## src/hw/rtl/ohs_ram.sv

```systemverilog
// ----------------------------------------------------------------------------
// ohs_ram
// Single-port synchronous RAM with registered read data.
// ----------------------------------------------------------------------------
module ohs_ram #(
  parameter int WIDTH = 8,
  parameter int DEPTH = 256
) (
  input  logic                     clk,
  input  logic                     we,
  input  logic [$clog2(DEPTH)-1:0] addr,
  input  logic [WIDTH-1:0]         wdata,
  output logic [WIDTH-1:0]         rdata
);

  logic [WIDTH-1:0] mem [DEPTH];

  always_ff @(posedge clk) begin
    if (we) begin
      mem[addr] <= wdata;
    end
    rdata <= mem[addr];
  end

endmodule

```

## config.mk

```make
export PLATFORM = sky130hd
export DESIGN_NAME = ohs_ram
export DESIGN_NICKNAME = d
export VERILOG_FILES = /design/src/hw/rtl/ohs_ram.sv
export SDC_FILE = /design/constraint.sdc
export NUM_CORES = 2
export LEC_CHECK = 0
export BUFFER_PORTS_ARGS = -buffer_cell sky130_fd_sc_hd__buf_2
export CAP_MARGIN = 30
export CORE_MARGIN = 2
export CORE_UTILIZATION = 45
export CTS_BUF_LIST = sky130_fd_sc_hd__clkbuf_8
export DETAILED_ROUTE_END_ITERATION = 8
export PLACE_DENSITY = 0.71
export SYNTH_ARGS = -nofsm -noshare
export SYNTH_HDL_FRONTEND = slang
export SYNTH_SLANG_ARGS = --single-unit
export TNS_END_PERCENT = 50
```

## constraint.sdc

```tcl
create_clock -name clk -period 4.3 [get_ports clk]
set_input_delay 0.215 -clock clk [delete_from_list [all_inputs] [get_ports clk]]
set_output_delay 0.215 -clock clk [all_outputs]
set_load 0.01 [all_outputs]
```

==> flow_metrics.tcl <==
set metrics [dict create \
    final_core_util_pct 51.1 \
    port_buffers 25 \
    rsz0062_at_grt "no" \
    leakage_nw 27.4 \
    synth_top_cell_area_share_pct 78.3 \
    met1_usage_pct 28.5 \
    nFillCells 13311 \
    maxCapViolations 0 \
    globalplace.congestion 0.847 \
    rows 153 \
    finalInstanceArea_mm2 0.0887 \
    via_per_inst 6.00 \
    holdPathStages 2 \
    syn_nets 3565 \
    timing.final.crit_share_pct 74.5 \
    route.detailed.drc 0 \
    synth_seq_cells 2056 \
    placed_cells 5909 \
    p_total_mw 39.3 \
    start_util_pct 45.2 \
    core_area_mm2 0.174 \
    io_pins 26 \
    fmax_mhz 312 \
    dp_hpwl_um 112000 \
    fp.dieH_um 422 \
    synth_cell_types 22 \
    irDropWorstVdd_mv 0.206 \
    finalSetupViolCount 0 \
    r2r_setup_slack_ns 1.09 \
    seq_area_mm2 0.0617 \
    grt_pass1_vias 39567 \
    place_ws_ns 0.688 \
    cp_max_fo 1 \
    wire_per_inst_um 28.8 \
    yosysTopAreaCell "edfxtp_1" \
    grt_overflow 0 \
    tns_ns 0 \
    multiInputGateArea_mm2 0.0158 \
    path_clk_slew_ns 0.06 \
    die_w_um 422 \
    cts_made_buffers 328 \
    status "completed" \
    setup_slack_ns 1.09 \
    required_ns 5.19 \
    worst_setup_path_start_kind "flip-flop" \
    r2r_end "rdata[1]$_DFF_P_" \
    grt_util_met3_pct 5.16 \
    worstMarginPinSlew_ns 1.11 \
    syn_area_per_cell_um2 22.1 \
    dieArea_mm2 0.178 \
    fin_hold_ws_ns 0.0639 \
    powerDensity_mw_per_mm2 443 \
    grt_max_degree 141 \
    grt_usage_pct 20.9 \
    yosys-top-cells-area "edfxtp_1, mux4_2, a22oi_1" \
    cp_data_arrival_time_ns 4.10 \
    antenna_found_initial 7 \
    drtIter0Drc 5217 \
    synthCells 3547 \
    maxSlewViolCount 0 \
    netlist_area_mm2 0.0785 \
    worstHoldPathType "in2reg" \
    relSlewSlack_pct 24.7 \
    fin_nets 3948 \
    instances_no_fill 6481 \
    path_class "reg2reg" \
    cts_max_level 5 \
    end_kind "flip-flop" \
    ys_warn_count 0 \
    worstHoldStart "wdata[0]" \
    yosysSeqAreaShare_pct 78.6 \
    met2_usage_pct 33.0 \
    top_usage_layer "met2" \
    ant_nets 0 \
    clock_latency_ns 1.01 \
    cts_tree "done" \
    vias 38899 \
    clk_path_buf_depth 4 \
    min_to "mem[17][0]$_DFFE_PP_" \
    fin_crit_ns 3.21 \
    postPlaceCellArea_mm2 0.0827 \
    numClockSinks 2056 \
    layout-drive-gt1-share_pct 28.4 \
    root_buffer "clkbuf_8" \
    r2r_cells 6 \
    area_delta_synth_final_pct 12.9 \
    ctsResizeCount 0 \
    finalHoldViolCount 0 \
    dr.pass1.iters 7 \
    wirelength_um 187000 \
    timing.rr.start "mem[63][1]$_DFFE_PP_" \
    grt_pass1_wl_um 272000 \
    fin_skew_ns 0.0811 \
]
-- how the worst max path moves through the flow --
stage	from	end	cells past startpoint
floorplan	addr[1]	mem[111][0]$_DFFE_PP_	9
global placement	addr[0]	rdata[4]$_DFF_P_	8
detailed placement	addr[0]	rdata[1]$_DFF_P_	8
CTS	mem[63][1]$_DFFE_PP_	rdata[1]$_DFF_P_	6
global route	addr[0]	rdata[1]$_DFF_P_	9
finish	mem[63][1]$_DFFE_PP_	rdata[1]$_DFF_P_	6
-- what timing repair did --
action	CTS	global route
setup buffers	0	0
hold buffers	15	0
endpoints found under the hold margin	682	0
-- sequential cells by signal, summed over array words and instances, names as in the netlist --
signal	cells
mem	2048
rdata	8
-- worst max-delay path: stages, from the launching register on --
cell and delay, ns:
edfxtp_1 0.38, mux4_2 0.48, a22oi_1 0.33, a21oi_1 0.15
o41ai_1 1.01, nand4_1 0.14, dlygate4sd3_1 0.60
-- layout by cell type (no fill, tap or decap), types with 27 or more instances in the layout --
cell,count
edfxtp_1,2048
mux4_2,512
clkbuf_8,342
a22oi_1,256
nor2_1,231
buf_4,218
a21oi_1,128
inv_1,89
clkinv_1,76
clkinv_2,33
o41ai_1,32
nor3_1,30
nand2_1,27
-- cells in the mapped netlist --
library cell / count
a21oi_1: 128
a22oi_1: 256
and2_1: 3
buf_1: 19
buf_2: 36
buf_4: 16
buf_6: 16
clkbuf_1: 145
dfxtp_1: 8
edfxtp_1: 2048
inv_1: 1
mux4_2: 512
nand2_1: 28
nand2b_1: 6
nand3_1: 13
nand4_1: 8
nor2_1: 232
nor2b_1: 7
nor3_1: 30
o41ai_1: 32
or2_2: 2
or3_1: 1
-- report_power, final --
group	total (mW)	internal, mW	switching, mW
clock network	15.2	7.84	7.40
logic	1.89	0.686	1.21
registers	22.1	22.1	0.0397
total	39.3	30.6	8.65
-- logic make-up (layout without fill, tap and decap cells) --
logic type / Yosys count / after routing / share of synthesized area [%]
DFF: 2056 / 2056 / 78.6
muxes: 512 / 512 / 14.7
AOI/OAI and AO/OA: 416 / 416 / 3.62
and+or+nand+nor: 330 / 330 / 1.73
buffers and inverters: 233 / 839 / 1.40
other: 0 / 3 / 0
-- layout make-up --
| class | instances | area share, % |
|---|---|---|
| Clock buffer | 334 | 5.19 |
| Multi-Input combinational cell | 1258 | 17.8 |
| Tap cell | 2325 | 3.28 |
| Inverter | 1 | 0.00423 |
| Timing Repair Buffer | 285 | 2.84 |
| Clock inverter | 219 | 1.35 |
| Sequential cell | 2056 | 69.5 |
| Antenna cell | 3 | 0.00847 |
-- metal layers --
metal  wire [µm]  part of all wire, %  vias up
met2       91000                   49     2228
li1            -                    -    15867
met3       18200                  9.7      376
met5          28                0.015        -
met4        6450                  3.5        4
met1       71200                   38    20424
(Power assumes the default switching activity.)
