$ cat config.mk
export PLATFORM = sky130hd
export DESIGN_NAME = ohs_mod
export DESIGN_NICKNAME = d
export VERILOG_FILES = /design/src/hw/rtl/ohs_pkg.sv /design/src/hw/rtl/ohs_mod.sv
export SDC_FILE = /design/constraint.sdc
export NUM_CORES = 1
export LEC_CHECK = 0
export ABC_CLOCK_PERIOD_IN_PS = 16500
export BUFFER_PORTS_ARGS = -buffer_cell sky130_fd_sc_hd__buf_2
export CAP_MARGIN = 5
export CORE_MARGIN = 8
export CORE_UTILIZATION = 60
export DETAILED_ROUTE_END_ITERATION = 7
export GPL_TIMING_DRIVEN = 0
export PLACE_DENSITY_LB_ADDON = 0.08
export SLEW_MARGIN = 20
export SYNTH_ARGS = -nofsm -noshare
export SYNTH_HDL_FRONTEND = slang
export SYNTH_SLANG_ARGS = --single-unit
$ cat constraint.sdc
create_clock -name clk -period 16.5 [get_ports clk]
set_input_delay 3.3 -clock clk [delete_from_list [all_inputs] [get_ports clk]]
set_output_delay 3.3 -clock clk [all_outputs]
set_load 0.01 [all_outputs]
$ cat src/hw/rtl/ohs_pkg.sv
// ----------------------------------------------------------------------------
// ohs_pkg
// Shared sizes, codes and types of the open-addressing hash set.
// ----------------------------------------------------------------------------
package ohs_pkg;

  localparam int MAX_SLOTS  = 256;
  localparam int IDX_W      = $clog2(MAX_SLOTS);
  localparam int SLOT_W     = IDX_W + 1;
  localparam int KEY_W      = 64;
  localparam int HASH_W     = 64;
  localparam int VALUE_BITS = 32;
  localparam int CHG_W      = 32;

  localparam logic [SLOT_W-1:0] NIL_SLOT = SLOT_W'(MAX_SLOTS);

  localparam logic [2:0] OP_LOOKUP = 3'd0;
  localparam logic [2:0] OP_ADD    = 3'd1;
  localparam logic [2:0] OP_PUSH   = 3'd2;
  localparam logic [2:0] OP_REMOVE = 3'd3;
  localparam logic [2:0] OP_CLEAR  = 3'd4;

  localparam logic [1:0] ERR_NONE      = 2'd0;
  localparam logic [1:0] ERR_GROW      = 2'd1;
  localparam logic [1:0] ERR_OVERCROWD = 2'd2;

  typedef struct packed {
    logic                  zombie;
    logic [HASH_W-1:0]     hash;
    logic [KEY_W-1:0]      key;
    logic [VALUE_BITS-1:0] value;
  } entry_t;

  typedef struct packed {
    logic             done;
    logic [IDX_W-1:0] bucket;
  } mod_res_t;

endpackage

$ cat src/hw/rtl/ohs_mod.sv
// ----------------------------------------------------------------------------
// ohs_mod
// Bit-serial home bucket unit: signed 64-bit hash mod bucket count,
// made non-negative. One quotient bit per cycle.
// ----------------------------------------------------------------------------
module ohs_mod (
  input  logic                          clk,
  input  logic                          rst,
  input  logic                          start,
  input  logic [ohs_pkg::HASH_W-1:0]    dividend,
  input  logic [ohs_pkg::SLOT_W-1:0]    divisor,
  output ohs_pkg::mod_res_t             res
);

  logic [ohs_pkg::HASH_W-1:0]         mag;
  logic [ohs_pkg::SLOT_W-1:0]         rem;
  logic [ohs_pkg::SLOT_W-1:0]         div;
  logic [$clog2(ohs_pkg::HASH_W)-1:0] cnt;
  logic                               neg;
  logic                               busy;
  logic                               done;
  logic [ohs_pkg::SLOT_W:0]           trial;
  logic [ohs_pkg::SLOT_W-1:0]         adj;

  always_comb begin
    trial = {rem, mag[ohs_pkg::HASH_W-1]};
    if (trial >= {1'b0, div}) begin
      trial = trial - {1'b0, div};
    end
    adj = (neg && rem != '0) ? div - rem : rem;
  end

  assign res.done   = done;
  assign res.bucket = adj[ohs_pkg::IDX_W-1:0];

  always_ff @(posedge clk) begin
    if (rst) begin
      busy <= 1'b0;
      done <= 1'b0;
    end else begin
      done <= 1'b0;
      if (start) begin
        neg  <= dividend[ohs_pkg::HASH_W-1];
        mag  <= dividend[ohs_pkg::HASH_W-1] ? (~dividend) + 1'b1 : dividend;
        rem  <= '0;
        div  <= divisor;
        cnt  <= '0;
        busy <= 1'b1;
      end else if (busy) begin
        rem <= trial[ohs_pkg::SLOT_W-1:0];
        mag <= {mag[ohs_pkg::HASH_W-2:0], 1'b0};
        cnt <= cnt + 1'b1;
        if (cnt == '1) begin
          busy <= 1'b0;
          done <= 1'b1;
        end
      end
    end
  end

endmodule

==> results of run 1 <==
[cell usage in the layout, fill, tap and decap left out, types with 10 or more instances in the layout]
cell type  count
or4_1         18
nand4_1       18
or3_1         20
buf_2         84
o21ai_0       18
nor4_1        24
o31ai_1       11
nand2_1       42
mux2i_1       10
nand3_1       42
a21oi_1       49
ha_1          18
inv_1         36
nor2_1        67
nor3_1        23
clkbuf_1      37
a31oi_1       14
xnor2_1       14
xor2_1        30
edfxtp_1      89
nor2b_1       17
[layer usage]
layer	part of all wire	routed length [um]	vias up
met5	0	0	-
met2	0.46	9229	372
met4	0.025	505	0
met3	0.088	1756	51
li1	-	-	2957
met1	0.42	8370	3081
[cells in the mapped netlist, types with 18 or more instances]
library cell  count
a21oi_1          49
clkbuf_1         37
edfxtp_1         89
ha_1             18
inv_1            36
nand2_1          42
nand3_1          42
nand4_1          18
nor2_1           69
nor3_1           23
nor4_1           24
o21ai_0          18
or3_1            20
or4_1            18
xor2_1           30
[report_power, final]
part | total [uW] | switching [uW] | internal (uW)
combinational | 144 | 87.5 | 56.9
sequential | 284 | 7.85 | 276
clock | 150 | 92.5 | 57.4
total | 578 | 188 | 390
[worst paths after layout]
path / endpoint / slack [ns]
max reg2reg: rem[7] / 13.50
max: res[6] / 10.35
min reg2reg: done / 0.49
min: done / 0.49
[kinds of logic after synthesis]
group | share of synthesized area
AOI/OAI and AO/OA | 0.1737
xor gates and xnor gates | 0.05866
adders and majority gates | 0.04037
buffers and inverters | 0.04589
DFF | 0.4129
muxes | 0.01524
and+or+nand+nor | 0.2533
[sequential cells by signal, summed over array words and instances, names as in the netlist]
signal and flops:
mag 64, done 1, busy 1, rem 9, neg 1, cnt 6, div 9
[layout make-up]
type / count / area (um^2)
multi-input cells: 550 / 3571
well taps: 140 / 175.2
plain buffers: 43 / 166.4
clock buffers: 9 / 123.9
clock inverters: 7 / 57.56
fillers: 925 / 3313
repair buffers: 86 / 490.5
inverters: 36 / 135.1
flip-flops and latches: 91 / 2713
[worst reg2reg max path: stages, from the launching register on]
cell and delay, ns:
edfxtp_1 0.46, ha_1 0.37, a21oi_1 0.39, a21oi_1 0.18, o31ai_1 0.80, nand2_1 0.27, a31o_2 0.29
[through the flow]
stage	cell area, um^2	instances	setup slack (ns)	hold slack (ns)
after global routing	7432	962	10.15	0.5178
after global placement	7161	943	6.648	0.4669
after CTS	7425	962	10.34	0.4878
final	7432	962	10.35	0.4930
after detailed placement	7243	946	10.23	0.4745
after floorplan	6570	720	8.729	0.4600
==> results.md, run 1 <==
- Status: finished, final reports clean
- Setup TNS: 0 ns
- Unrepaired setup endpoints after global routing: no
- Beginning of the critical path: rem[0]
- Reg clk slew, reported paths: 0.10 ns
- Core Area: between 0.01 and 0.015 mm^2
- PD cells: ~78 mW/mm^2
- Most area-consuming cells after synthesis: edfxtp_1 (41%), xor2_1 (4.0%), nor2_1 (3.9%), a21oi_1 (3.7%), ha_1 (3.4%)
- CP cell instances: ha_1 -> inv_1 -> fa_1 -> a21o_1 -> a21o_1 -> and4b_1 -> o41ai_1 -> o21ai_0 -> buf_2
- First drt pass iteration count: 6
- Cell repeated most along the worst path: a21o_1
- Pleak: 0.002702 uW
- Avg WL per Cell: roughly 21 um
- Hold Vio Cnt, Final: 0
- Overflow after GRT: 0
- Die area: between 0.01 and 0.015 mm^2
- Die H: 120.6 um
- DR iter-0 viols: 926
- Period utilization: 0.3728
- Post-synthesis cell area: 0.006570 mm^2
- YS warnings: 0
- Final WL: between 15000 and 20000 um
- Post-synthesis sequential area ratio: 0.4129
- Clock Latency Late Sink: 0.37 ns
- Arr. time, crit path: between 2 and 3 ns
- Worst Path Max Fanout: 6
- Final core utilization: 0.6917
- Post-synthesis cell count: 720
- Syn nets: 816
- Detailed Place HPWL: about 15000 um
- Layout area overhead: 13.12%
- Worst path max stage delay: 0.55 ns
- Power Total: a little under 600 uW
- Cts bufs inserted: 9
- Final setup viols: 0
- Worst hold path class: flop to flop
- Mapped Avg Cell Area: 9.125 um^2
- IO Port Bufs: 83
- Slew Limit Headroom: 0.1960
- Die X: 120.6 um
- CP Depth: 9
- Critical Path End Type: output port
- Share of the synthesized area in the top cell type: 0.4068
- Post-synth ARST share: 0
- Total global-route track usage: 0.2702
- CTS sink count: 91
- Slew Viols, Final: 0
- GR Layer Usage met3: 0.04988
- Rows: 38
- Pin count of the biggest net entering global routing: 29
- Crit path max-delay family: compound AO/OA/AOI/OAI gates
- Yosys top cell by area: edfxtp_1
- WP buf/inv: 2
- MaxCap Viol Count: 0
- Required time worst endpoint: 13.20 ns
- Slowest-stage cell, CP: edfxtp_1
- Clock Path Buffers: 2
- Initial Util: 0.6114
- Final net count: 913
- Hold_buf cts: 0
- R2R depth: 6
- Via Count: 6461
- Root Buffer: clkbuf_8
- M1 GR Usage: 0.3571
- Commonest register cell after synthesis: edfxtp_1
- Post-synth EDFFs: 89
- Gpl congestion: 0.9396
- Vias per inst: between 6 and 7
- Final clock skew: 0.008779 ns
- Remaining antenna violation count: 0
- Reg2reg start: rem[2]
- # IOs: 85
- Hold Crit Start: busy
- Worst-Margin Slew: around 1.2 ns
- Max Clk Rate: about 160 MHz
- Hold path cells: 1
- CTS tree: built
- Met2 Track Usage GR: 0.4304
- Cell variety after synth: 59
- Peak VDD IR: 0.04586 mV
- Post-CTS Setup Bufs: 0
- Seq cells post-synth: 91
- Vias in the first global route: 6412
- CP Launch Type: flop
- ANT cells: 0
- Global-route wire length before repair: 31740 um
- Minimum clock period: 6.150 ns
- DRC errors left: 0
- Antenna violations before repair: 0
- Critical path class: flop to output port
- CTS resizes: 0
- Layout cells sized above 1: 0.1521
- Htree depth: 3
- Grt peak-use layer: met2
No activity file was read; power rests on OpenSTA's default activity.
==> run 2: changes to the inputs <==
- ABC_CLOCK_PERIOD_IN_PS: 16500 -> 5100
- CORE_UTILIZATION: 60 -> 53
- clock period: 16.5 -> 5.1 ns (I/O delays scaled with it)
==> results.md, run 2 (synthesis gave the netlist of run 1 again) <==
- Status: finished, final reports clean (unchanged)
- First drt pass iteration count: 7 (was 6)
- Post-CTS Setup Bufs: 0 (unchanged)
- Peak VDD IR: 0.1935 mV (was 0.04586 mV)
- Clock share of power: 0.343 (was 0.259)
- Initial Util: 0.5447 (was 0.6114)
- CTS sink count: 91 (unchanged)
- CP cell instances: ha_1 -> inv_1 -> fa_1 -> a21o_1 -> a21o_1 -> and4b_1 -> o41ai_1 -> o21ai_0 -> buf_2 (unchanged)
- Gpl congestion: 0.9302 (was 0.9396)
- Worst hold path class: flop to flop (unchanged)
- Pin count of the biggest net entering global routing: 28 (was 29)
- WP buf/inv: 2 (unchanged)
- Die area: 0.01622 mm^2 (was 0.01455 mm^2)
- Sw frac: 0.3018 (was 0.3251)
- Commonest non-fill, non-tap cell in the layout: edfxtp_1 (unchanged)
- Final WL: 19920 um (was 19860 um)
- Flop pwr share: 0.436 (was 0.491)
- Hold_buf cts: 0 (unchanged)
- Layout cells sized above 1: 0.1509 (was 0.1521)
- Clock Latency Late Sink: 0.36 ns (was 0.37 ns)
- Via Count: 6336 (was 6461)
- Hold Vio Cnt, Final: 0 (unchanged)
- ANT cells: 0 (unchanged)
- # IOs: 85 (unchanged)
- Flip-flop count of the largest register after layout: 64 (unchanged)
- Period utilization: 0.7388
- Critical path class: flop to output port (unchanged)
- CTS tree: built (unchanged)
- Die H: 127.3 um (was 120.6 um)
- Worst path max stage delay: 0.52 ns (was 0.55 ns)
- IO Port Bufs: 83 (unchanged)
- Setup TNS: 0 ns (unchanged)
- Worst-Margin Slew: 1.108 ns (was 1.195 ns)
- Rows: 40 (was 38)
- Max Clk Rate: 265.4 MHz
- Layout area overhead: 15.54% (was 13.12%)
- Core Area: 0.01206 mm^2 (was 0.01075 mm^2)
- Total global-route track usage: 0.2476 (was 0.2702)
- Most frequent cells in the layout: edfxtp_1 (89), buf_2 (84), nor2_1 (68) (was edfxtp_1 (89), buf_2 (84), nor2_1 (67))
- Slowest-stage cell, CP: edfxtp_1 (unchanged)
- Minimum clock period: 3.768 ns
- Reg clk slew, reported paths: 0.08 ns (was 0.10 ns)
- Cell repeated most along the worst path: a21o_1 (unchanged)
- Internal power: 1470 uW (was 390.0 uW)
- Sw power: 635.4 uW (was 187.9 uW)
- CTS resizes: 0 (unchanged)
- CP Launch Type: flop (unchanged)
- Htree depth: 3 (unchanged)
- MaxCap Viol Count: 0 (unchanged)
- Power share of the combinational group: 0.221 (was 0.250)
- Slew Viols, Final: 0 (unchanged)
- Global-route wire length before repair: 32040 um (was 31740 um)
- Die X: 127.3 um (was 120.6 um)
- Slew Limit Headroom: 0.2544 (was 0.1960)
- Root Buffer: clkbuf_16 (was clkbuf_8)
- Filler cells: 1054 (was 925)
- Worst Path Max Fanout: 6 (unchanged)
- Detailed Place HPWL: 14750 um (was 14710 um)
- Critical Path End Type: output port (unchanged)
- Power Total: 2105 uW (was 577.9 uW)
- Final clock skew: 0.01142 ns (was 0.008779 ns)
- Arr. time, crit path: 2.75 ns (was 2.85 ns)
- Vias in the first global route: 6272 (was 6412)
- DRC errors left: 0 (unchanged)
- Top Registers: mag: 64 flops, div: 9 flops, rem: 9 flops (unchanged)
- Crit path max-delay family: compound AO/OA/AOI/OAI gates (unchanged)
- Overflow after GRT: 0 (unchanged)
- Final setup viols: 0 (unchanged)
- Pleak: 0.002765 uW (was 0.002702 uW)
- Unrepaired setup endpoints after global routing: no (unchanged)
- Vias per inst: 6.400 (was 6.716)
- Antenna violations before repair: 1 (was 0)
- PD cells: 277.3 mW/mm^2 (was 77.76 mW/mm^2)
- Top reg by flops: mag (unchanged)
- Cts bufs inserted: 9 (unchanged)
- Clock Path Buffers: 2 (unchanged)
- DR iter-0 viols: 626 (was 926)
- Avg WL per Cell: 20.12 um (was 20.65 um)
- Remaining antenna violation count: 0 (unchanged)
- Final net count: 913 (unchanged)
- Required time worst endpoint: 4.08 ns (was 13.20 ns)
-- run 2: changes by cell type in the layout (fill, tap and decap cells not counted), sizes merged --
cell | before | now
bufinv | 0 | 1
clkinvlp | 1 | 0
clkinv | 2 | 1
inv | 40 | 41
-- run 2: path summary, 6_finish.rpt --
check / slack (ns) / cells after the start / from / to
min reg2reg: 0.50 / 1 / busy / done
max: 1.33 / 9 / rem[0] / res[6]
min: 0.50 / 1 / busy / done
max reg2reg: 2.13 / 6 / rem[2] / rem[7]
-- run 2: worst register-to-register path, cell delays in order, from the launching register on --
cell and delay (ns):
edfxtp_1 0.46, ha_1 0.39, a21oi_1 0.38, a21oi_1 0.18
o31ai_1 0.78, nand2_1 0.26, a31o_2 0.29
-- run 2: cell type report --
cell class / instances / area, um^2 / area share
buffer: 43 / 166.4 / 0.02192
clock buffer: 9 / 225.2 / 0.02967
clock inverter: 7 / 87.58 / 0.01154
inverter: 36 / 135.1 / 0.01780
multi-input combinational: 550 / 3563 / 0.4694
sequential: 91 / 2713 / 0.3573
tap: 168 / 210.2 / 0.02769
timing repair buffer: 86 / 490.5 / 0.06461
-- run 2: metrics by stage --
step                  util  std cells  setup slack, ns  hold WS [ns]  instance area, um^2
floorplan                -        720           0.9423        0.4600                 6573
global placement    0.5968        971          -0.6802        0.4752                 7198
detailed placement  0.6034        974            1.143        0.4922                 7278
CTS                 0.6294        990            1.345        0.5017                 7591
global route        0.6294        990            1.121        0.5123                 7591
finish              0.6294        990            1.332        0.4996                 7591
-- run 2: per-layer routing --
metal | track usage | part of all wire | up-vias | routed length, um
met4 | 0.1057 | 0.024 | 2 | 471
li1 | - | - | 2955 | -
met3 | 0.05200 | 0.086 | 42 | 1715
met5 | 0 | 0.00090 | - | 18
met2 | 0.3922 | 0.46 | 318 | 9255
met1 | 0.3212 | 0.42 | 3019 | 8456
-- run 2: power groups by stage --
| stage | Sequential (uW) | Combinational [uW] | Clock, uW |
|---|---|---|---|
| detailed placement | 934 | 455 | 0 |
| global placement | 937 | 430 | 0 |
| CTS | 918 | 459 | 729 |
| finish | 918 | 466 | 722 |
| floorplan | 927 | 294 | 0 |
| global route | 924 | 512 | 754 |
==> run 3: changes to the inputs <==
- ABC_CLOCK_PERIOD_IN_PS: 5100 -> 3470
- CORE_UTILIZATION: 53 -> 59
- clock period: 5.1 -> 3.47 ns (I/O delays scaled with it)
==> results.md, run 3 (synthesis gave the netlist of run 1 again) <==
- Status: finished, final reports clean (unchanged)
- Clock Path Buffers: 2 (unchanged)
- Pleak: 0.002738 uW (was 0.002765 uW)
- Remaining antenna violation count: 0 (unchanged)
- Avg WL per Cell: 20.63 um (was 20.12 um)
- Top Registers: mag: 64 flops, div: 9 flops, rem: 9 flops (unchanged)
- Overflow after GRT: 0 (unchanged)
- Internal power: 1942 uW (was 1470 uW)
- Gpl congestion: 0.9499 (was 0.9302)
- PD cells: 382.8 mW/mm^2 (was 277.3 mW/mm^2)
- Reg-to-reg slack, setup: 0.42 ns (was 2.13 ns)
- Power share of the combinational group: 0.243 (was 0.221)
- Hold_buf cts: 0 (unchanged)
- Total global-route track usage: 0.2698 (was 0.2476)
- Commonest non-fill, non-tap cell in the layout: edfxtp_1 (unchanged)
- MaxCap Viol Count: 0 (unchanged)
- Detailed Place HPWL: 14650 um (was 14750 um)
- RR Endpoint: rem[7] (unchanged)
- First drt pass iteration count: 6 (was 7)
- Critical Path End Type: output port (unchanged)
- R2R depth: 6 (unchanged)
- Core Area: 0.01084 mm^2 (was 0.01206 mm^2)
- Vias per inst: 6.693 (was 6.400)
- Worst hold path class: input port to flop (was flop to flop)
- Final WL: 19890 um (was 19920 um)
- Rows: 38 (was 40)
- Die area: 0.01477 mm^2 (was 0.01622 mm^2)
- Vias in the first global route: 6154 (was 6272)
- Arr. time, crit path: 2.66 ns (was 2.75 ns)
- CTS sink count: 91 (unchanged)
- Top reg by flops: mag (unchanged)
- Die X: 121.5 um (was 127.3 um)
- ANT cells: 0 (unchanged)
- Global-route wire length before repair: 31520 um (was 32040 um)
- IO Port Bufs: 83 (unchanged)
- DR iter-0 viols: 854 (was 626)
- CP Launch Type: flop (unchanged)
- Placed Cells: 946 (was 974)
- Via Count: 6452 (was 6336)
- Minimum clock period: around 3.4 ns
- Antenna violations before repair: 0 (was 1)
- Worst Path Max Fanout: 3 (was 6)
- Final core utilization: 0.6917 (was 0.6294)
- Reg clk slew, reported paths: 0.10 ns (was 0.08 ns)
- Slew Limit Headroom: 0.2837 (was 0.2544)
- Period utilization: 0.9661
- DRC errors left: 0 (unchanged)
- Slew Viols, Final: 0 (unchanged)
- Final net count: 915 (was 913)
- # IOs: 85 (unchanged)
- Unrepaired setup endpoints after global routing: no (unchanged)
- Sw frac: 0.3232 (was 0.3018)
- Cts bufs inserted: 9 (unchanged)
- Sw power: 927.7 uW (was 635.4 uW)
- Reg2reg start: rem[2] (unchanged)
- Hold Vio Cnt, Final: 0 (unchanged)
- Initial Util: 0.6061 (was 0.5447)
- Max Clk Rate: 298.3 MHz
- Fin cells: 964 (was 990)
- Setup ws final: 0.1176 ns (was 1.332 ns)
- Required time worst endpoint: 2.78 ns (was 4.08 ns)
- Pin count of the biggest net entering global routing: 26 (was 28)
- Die H: 121.5 um (was 127.3 um)
- Clock Latency Late Sink: 0.41 ns (was 0.36 ns)
- Root Buffer: clkbuf_8 (was clkbuf_16)
- Layout area overhead: 14.13% (was 15.54%)
- Crit path to: res[6] (unchanged)
- Pre-CTS setup slack: -0.3411 ns (was 1.143 ns)
- Flop pwr share: 0.469 (was 0.436)
- Htree depth: 3 (unchanged)
- Beginning of the critical path: div[0] (was rem[0])
- Final setup viols: 0 (unchanged)
- Final clock skew: 0.01107 ns (was 0.01142 ns)
- Peak VDD IR: 0.2316 mV (was 0.1935 mV)
- Worst-Margin Slew: 1.065 ns (was 1.108 ns)
- CTS tree: built (unchanged)
- Clock share of power: 0.288 (was 0.343)
- Most frequent cells in the layout: edfxtp_1 (89), buf_2 (84), nor2_1 (67) (was edfxtp_1 (89), buf_2 (84), nor2_1 (68))
- Layout cells sized above 1: 0.1578 (was 0.1509)
- Critical path class: flop to output port (unchanged)
- Flip-flop count of the largest register after layout: 64 (unchanged)
run 3: how the worst min path moves through the flow:
stage                           from      to  slack [ns]  cells past startpoint
final                     divisor[3]  div[3]        0.46                      1
after global routing      divisor[3]  div[3]        0.45                      1
after CTS                 divisor[3]  div[3]        0.45                      1
after detailed placement        busy    done        0.48                      1
after global placement          busy    done        0.47                      1
after floorplan                 busy    done        0.46                      1
run 3: area by class of cell:
cell class	instances	area, um^2
buffer	43	166.4
fill	875	3342
inverter	36	135.1
clock buffer	9	123.9
timing repair buffer	88	513.0
clock inverter	7	90.09
multi-input combinational	550	3582
sequential	91	2713
tap	140	175.2
run 3: through the flow:
stage | hold WS [ns] | instance area, um^2 | setup TNS, ns | power [uW]
floorplan | 0.4600 | 6578 | 0 | 1793
global placement | 0.4677 | 7168 | -49.52 | 2007
detailed placement | 0.4835 | 7251 | -1.171 | 2046
CTS | 0.4540 | 7480 | 0 | 2851
global route | 0.4471 | 7498 | 0 | 2978
finish | 0.4560 | 7498 | 0 | 2870
run 3: metal layers:
metal / GRT usage / wire length, um
met5: 0 / 0
met1: 0.3582 / 8346
met3: 0.05956 / 1916
met4: 0.09021 / 504
met2: 0.4277 / 9118
run 3: power by group through the flow:
stage	clock network, uW	registers, uW	logic [uW]
6_report	826	1350	698
5_1_grt	858	1350	766
4_1_cts	822	1350	684
3_5_place_dp	0	1370	674
3_3_place_gp	0	1370	634
2_1_floorplan	0	1360	433
run 3: worst max-delay path, cell delays in order (launching register included):
cell	delay, ns
edfxtp_1	0.39
inv_1	0.07
ha_1	0.16
inv_1	0.07
fa_2	0.37
a21o_1	0.17
a21o_1	0.22
and4b_1	0.21
o41ai_2	0.32
o21ai_1	0.10
buf_2	0.16
run 3: repair_timing:
item | 4_1_cts | 5_1_grt
endpoints found under the setup margin | 1 | 1
pin swaps | 0 | 0
buffers inserted | 2 | 0
gates cloned | 0 | 0
resized for setup | 0 | 3
hold endpoints to repair | 0 | 0
